File: src/rtl/core/pbxs_pkg.sv
// Package: shared constants, types and request codes of the Bragg sampler.
package pbxs_pkg;
	localparam int MaxPlanes = 1024;
	localparam int IdxW = 10;
	localparam int CntW = 11;
	localparam int RandBits = 24;
	localparam int DivW = 64;
	localparam logic [31:0] MU_ONE = 32'h4000_0000;

	typedef enum logic {
		REQ_LOAD = 1'b0,
		REQ_QUERY = 1'b1
	} req_t;

	typedef enum logic [3:0] {
		ST_IDLE,
		ST_RD0,
		ST_CHK0,
		ST_S1RD,
		ST_S1CMP,
		ST_TOPRD,
		ST_TOP,
		ST_XSDIV,
		ST_S2RD,
		ST_S2CMP,
		ST_SELRD,
		ST_MUDIV,
		ST_OUT
	} state_t;

	localparam logic [1:0] ADDR_PLANE_COUNT = 2'd0;
endpackage

File: src/rtl/core/pbxs_div.sv
// Shared restoring divider: 64-bit dividend by 32-bit divisor, one quotient bit a cycle.
module pbxs_div (
	input  logic        clk,
	input  logic        arst_n,
	input  logic        start,
	input  logic [63:0] dividend,
	input  logic [31:0] divisor,
	output logic        done,
	output logic [63:0] quotient
);
	import pbxs_pkg::*;

	logic [32:0] rem_q;
	logic [63:0] quo_q;
	logic [6:0]  cnt_q;
	logic        busy_q;
	logic [32:0] shifted;
	logic        ge;

	assign shifted = {rem_q[31:0], quo_q[63]};
	assign ge = shifted >= {1'b0, divisor};
	assign quotient = quo_q;

	always_ff @(posedge clk or negedge arst_n) begin
		if (!arst_n) begin
			busy_q <= 1'b0;
			cnt_q <= '0;
			done <= 1'b0;
		end else begin
			done <= 1'b0;
			if (start) begin
				busy_q <= 1'b1;
				cnt_q <= 7'(DivW);
			end else if (busy_q) begin
				cnt_q <= cnt_q - 7'd1;
				if (cnt_q == 7'd1) begin
					busy_q <= 1'b0;
					done <= 1'b1;
				end
			end
		end
	end

	always_ff @(posedge clk) begin
		if (start) begin
			rem_q <= '0;
			quo_q <= dividend;
		end else if (busy_q) begin
			rem_q <= ge ? shifted - {1'b0, divisor} : shifted;
			quo_q <= {quo_q[62:0], ge};
		end
	end

	ap_done_pulse: assert property (@(posedge clk) disable iff (!arst_n)
		done |=> !done) else $error("divider done held");
	ap_busy_start: assert property (@(posedge clk) disable iff (!arst_n)
		start |=> busy_q) else $error("divider did not start");
	ap_cnt: assert property (@(posedge clk) disable iff (!arst_n)
		!busy_q |-> cnt_q == 7'd0 || $past(start)) else $error("divider count stray");
endmodule
File: config.mk
export PLATFORM = sky130hd
export DESIGN_NAME = pbxs_div
export DESIGN_NICKNAME = d
export VERILOG_FILES = /design/src/rtl/core/pbxs_pkg.sv /design/src/rtl/core/pbxs_div.sv
export SDC_FILE = /design/constraint.sdc
export NUM_CORES = 1
export LEC_CHECK = 0
export ABC_AREA = 1
export BUFFER_PORTS_ARGS = -buffer_cell sky130_fd_sc_hd__buf_2
export CORE_ASPECT_RATIO = 1.25
export CORE_MARGIN = 1.5
export CORE_UTILIZATION = 57
export CTS_BUF_LIST = sky130_fd_sc_hd__clkbuf_4
export CTS_CLUSTER_DIAMETER = 40
export DETAILED_ROUTE_END_ITERATION = 10
export GPL_TIMING_DRIVEN = 0
export PLACE_DENSITY = 0.79
export SYNTH_ARGS = -nofsm -noshare
export SYNTH_HDL_FRONTEND = slang
export SYNTH_SLANG_ARGS = --single-unit
File: constraint.sdc
create_clock -name clk -period 3 [get_ports clk]
set_clock_uncertainty 0.05 [all_clocks]
set_input_delay 0.6 -clock clk [delete_from_list [all_inputs] [get_ports clk]]
set_output_delay 0.6 -clock clk [all_outputs]
set_load 0.01 [all_outputs]
==> results.json <==
{
  "reg2reg_slack_ns": 0.69,
  "placedCellCount": 1448,
  "via_per_inst": 4.86,
  "design.core.area_sq_um": 12600,
  "ys_top_cells_by_area": "nand2_1 27%, edfxtp_1 26%, inv_1 9.5%",
  "leakagePower_nw": 4.99,
  "met1Wirelength_um": 7680,
  "grt_antenna_before_repair": 1,
  "worstMarginPinSlew_ns": 0.561,
  "critPathMaxFanout": 3,
  "die_w_um": 105,
  "tns_ns": 0,
  "synth_seq_cells": 105,
  "top_layer": "met4",
  "status": "finished, final reports clean",
  "numCtsBuffers": 9,
  "whs_ns": 0.290,
  "min_period_over_period": 0.770,
  "fin_crit_ns": 2.31,
  "routed_wl_um": 18400,
  "cp_data_required_time_ns": 3.37,
  "post_cts_buffers": 0,
  "fin_nets": 1426,
  "syn-cell-area_sq_um": 7340,
  "async_reset_ff_frac": 0.0857,
  "num_vias": 7130,
  "cts.sink_count": 105,
  "yosys.area.top_type": "nand2_1",
  "criticalPathCategory": "flip-flop to flip-flop",
  "fmaxAchievable_ghz": 0.433,
  "setup_viol": 0,
  "root_buffer": "clkbuf_4",
  "final_hold_viol_count": 0,
  "met2_wirelength_um": 9150,
  "start_util": 0.583,
  "yosysUniqueCellTypes": 35,
  "drt_iter0_markers": 348,
  "start_kind": "flip-flop",
  "synthesis.nets": 1250,
  "synth-seq-area-share": 0.380,
  "slew_headroom": 0.622,
  "end_kind": "flip-flop",
  "drt_pass1_iterations": 5,
  "place.port_buffers": 163,
  "syn_inst": 1116,
  "insertion_delay_ns": 0.51,
  "synth_common_cells": "520 x nand2_1, 185 x inv_1, 82 x nand3_1",
  "grt_pass1_vias": 6643,
  "postLayoutCoreUtil": 0.677,
  "path_clk_slew_ns": 0.20,
  "synth_top_area_frac": 0.266,
  "wl_met3_um": 1010,
  "hp-start": "dividend[11]",
  "holdPathStages": 3,
  "synth_ff_type": "edfxtp_1",
  "grt_util_all_layers": 0.276,
  "grt_max_degree": 44,
  "r2r-start": "quotient[63]",
  "synthToLayoutAreaGrowth_pct": 16.1,
  "die_y_um": 130,
  "hpwl_um": 14500,
  "cap_viol_max_count": 0,
  "cts-resized-gates": 0,
  "remaining_drc_errors": 0,
  "min_to": "quotient[11]",
  "ir_worst_vdd_mv": 0.328,
  "wl_per_cell_um": 12.6,
  "gp_congestion": 0.925,
  "layout-drive-gt1-share": 0.176,
  "finalNonFillerCells": 1466,
  "antenna_left": 0,
  "cp.arrival_ns": 2.68,
  "maxSlewViolCount": 0,
  "hold_class": "input port to flip-flop",
  "ios": 164,
  "timing.rr.end": "rem_q[24]",
  "synth.most_common_cell": "nand2_1",
  "grt_pass1_wl_um": 30000,
  "yosysWarnings": 0,
  "htree_levels": 3,
  "dieArea_sq_um": 13600,
  "grt-ovfl-total": 0,
  "powerDensity_nw_per_um2": 670,
  "total_power_w": 0.00572,
  "n_fill_cell": 1191,
  "r2r_cells": 15,
  "synth_edf_count": 64,
  "cts_tree": "built",
  "clock_path_buffers": 2,
  "rows": 46,
  "synth.avg_cell_area_sq_um": 6.58,
  "rsz0062_at_grt": "false"
}
## placed cells by master, fill, tap and decap left out, types with 2 or more instances in the layout
cell      netlist  final
inv_1         185    184
nand2_4         3      3
nand3_1        82     82
nand4_1         3      3
o21ai_0         5      5
clkinv_4        0      2
edfxtp_1       64     64
inv_8           0      2
clkbuf_4        0      9
nor3_1          5      5
xnor2_1        13     13
buf_2           7    170
nand3b_1       11     11
inv_2           4      5
a21oi_1        23     23
and2_1          3      3
nand2_1       520    520
dfrtp_1         9      9
o21bai_1        2      2
clkinv_1        1      2
nor2_2          2      2
dfxtp_1        32     32
buf_8           2      2
ha_1           34     34
clkbuf_1       20     20
nor2_1         50     50
nand2_2        25     25
## metrics by stage
| stage | setup WS [ns] | area (sq um) |
|---|---|---|
| final | 0.690 | 8530 |
| after global routing | 0.512 | 8530 |
| after detailed placement | 0.363 | 8390 |
| after CTS | 0.711 | 8530 |
| after global placement | -0.775 | 8370 |
| after floorplan | 0.244 | 7340 |
## worst max-delay path, stage by stage (launching register included)
cell and delay (ns):
edfxtp_1 0.38, inv_1 0.06, ha_1 0.20, fa_1 0.41, inv_1 0.10, nand3_1 0.07, nand3_1 0.15, nand2_1 0.07
nand3_1 0.23, nand2_1 0.12, nand3_1 0.09, nand2_1 0.05, nand2_1 0.09, nand2_2 0.05, nand3_1 0.06, nand2_1 0.05
## layout make-up
type / instances / area [sq um] / area share
inverter: 190 / 713 / 0.0836
antenna: 1 / 2.50 / 0.000293
clock inverter: 7 / 60.1 / 0.00704
sequential: 105 / 2790 / 0.327
tap: 168 / 210 / 0.0246
buffer: 30 / 151 / 0.0177
multi-input combinational: 791 / 3690 / 0.433
clock buffer: 9 / 67.6 / 0.00792
timing repair buffer: 165 / 846 / 0.0991
## report_power, final
group,switching (W),total [W],internal [W]
combinational,0.00185,0.00297,0.00112
sequential,0.000188,0.00201,0.00182
clock,0.000551,0.000736,0.000185
## registers in the layout, indices dropped and copies added, names as in the netlist
| name | flops |
|---|---|
| busy_q | 1 |
| cnt_q | 7 |
| quotient | 64 |
| rem_q | 32 |
| done | 1 |
## cells by family (layout without fill, tap and decap cells)
group                    Yosys count  in the layout  synth area share
AO/OA/AOI/OAI                     35             35            0.0273
XOR/XNOR                          14             14            0.0167
adder cells (fa/ha/maj)           35             35            0.0606
buffers and inverters            220            401             0.118
flip-flops                       105            105             0.380
other                              0              1                 0
AND/OR/NAND/NOR                  707            707             0.398
## metal layers
layer | vias to the layer above | track usage
li1 | 3749 | -
met1 | 3147 | 0.318
met2 | 192 | 0.496
met3 | 42 | 0.0534
met4 | 0 | 0.130
met5 | - | 0
## timing repair
| action | CTS | global route |
|---|---|---|
| hold buffers | 1 | 0 |
| setup endpoints to repair | 0 | 0 |
| endpoints found under the hold margin | 9 | 0 |
## worst max-delay path by stage
stage | start | endpoint | slack (ns) | cells past startpoint
6_report | quotient[63] | rem_q[24] | 0.69 | 15
5_1_grt | quotient[63] | rem_q[24] | 0.51 | 15
4_1_cts | quotient[63] | rem_q[24] | 0.71 | 15
3_5_place_dp | divisor[19] | rem_q[21] | 0.36 | 16
3_3_place_gp | start | cnt_q[0] | -0.78 | 5
2_1_floorplan | start | quotient[0] | 0.24 | 3
(Power assumes the default switching activity.)
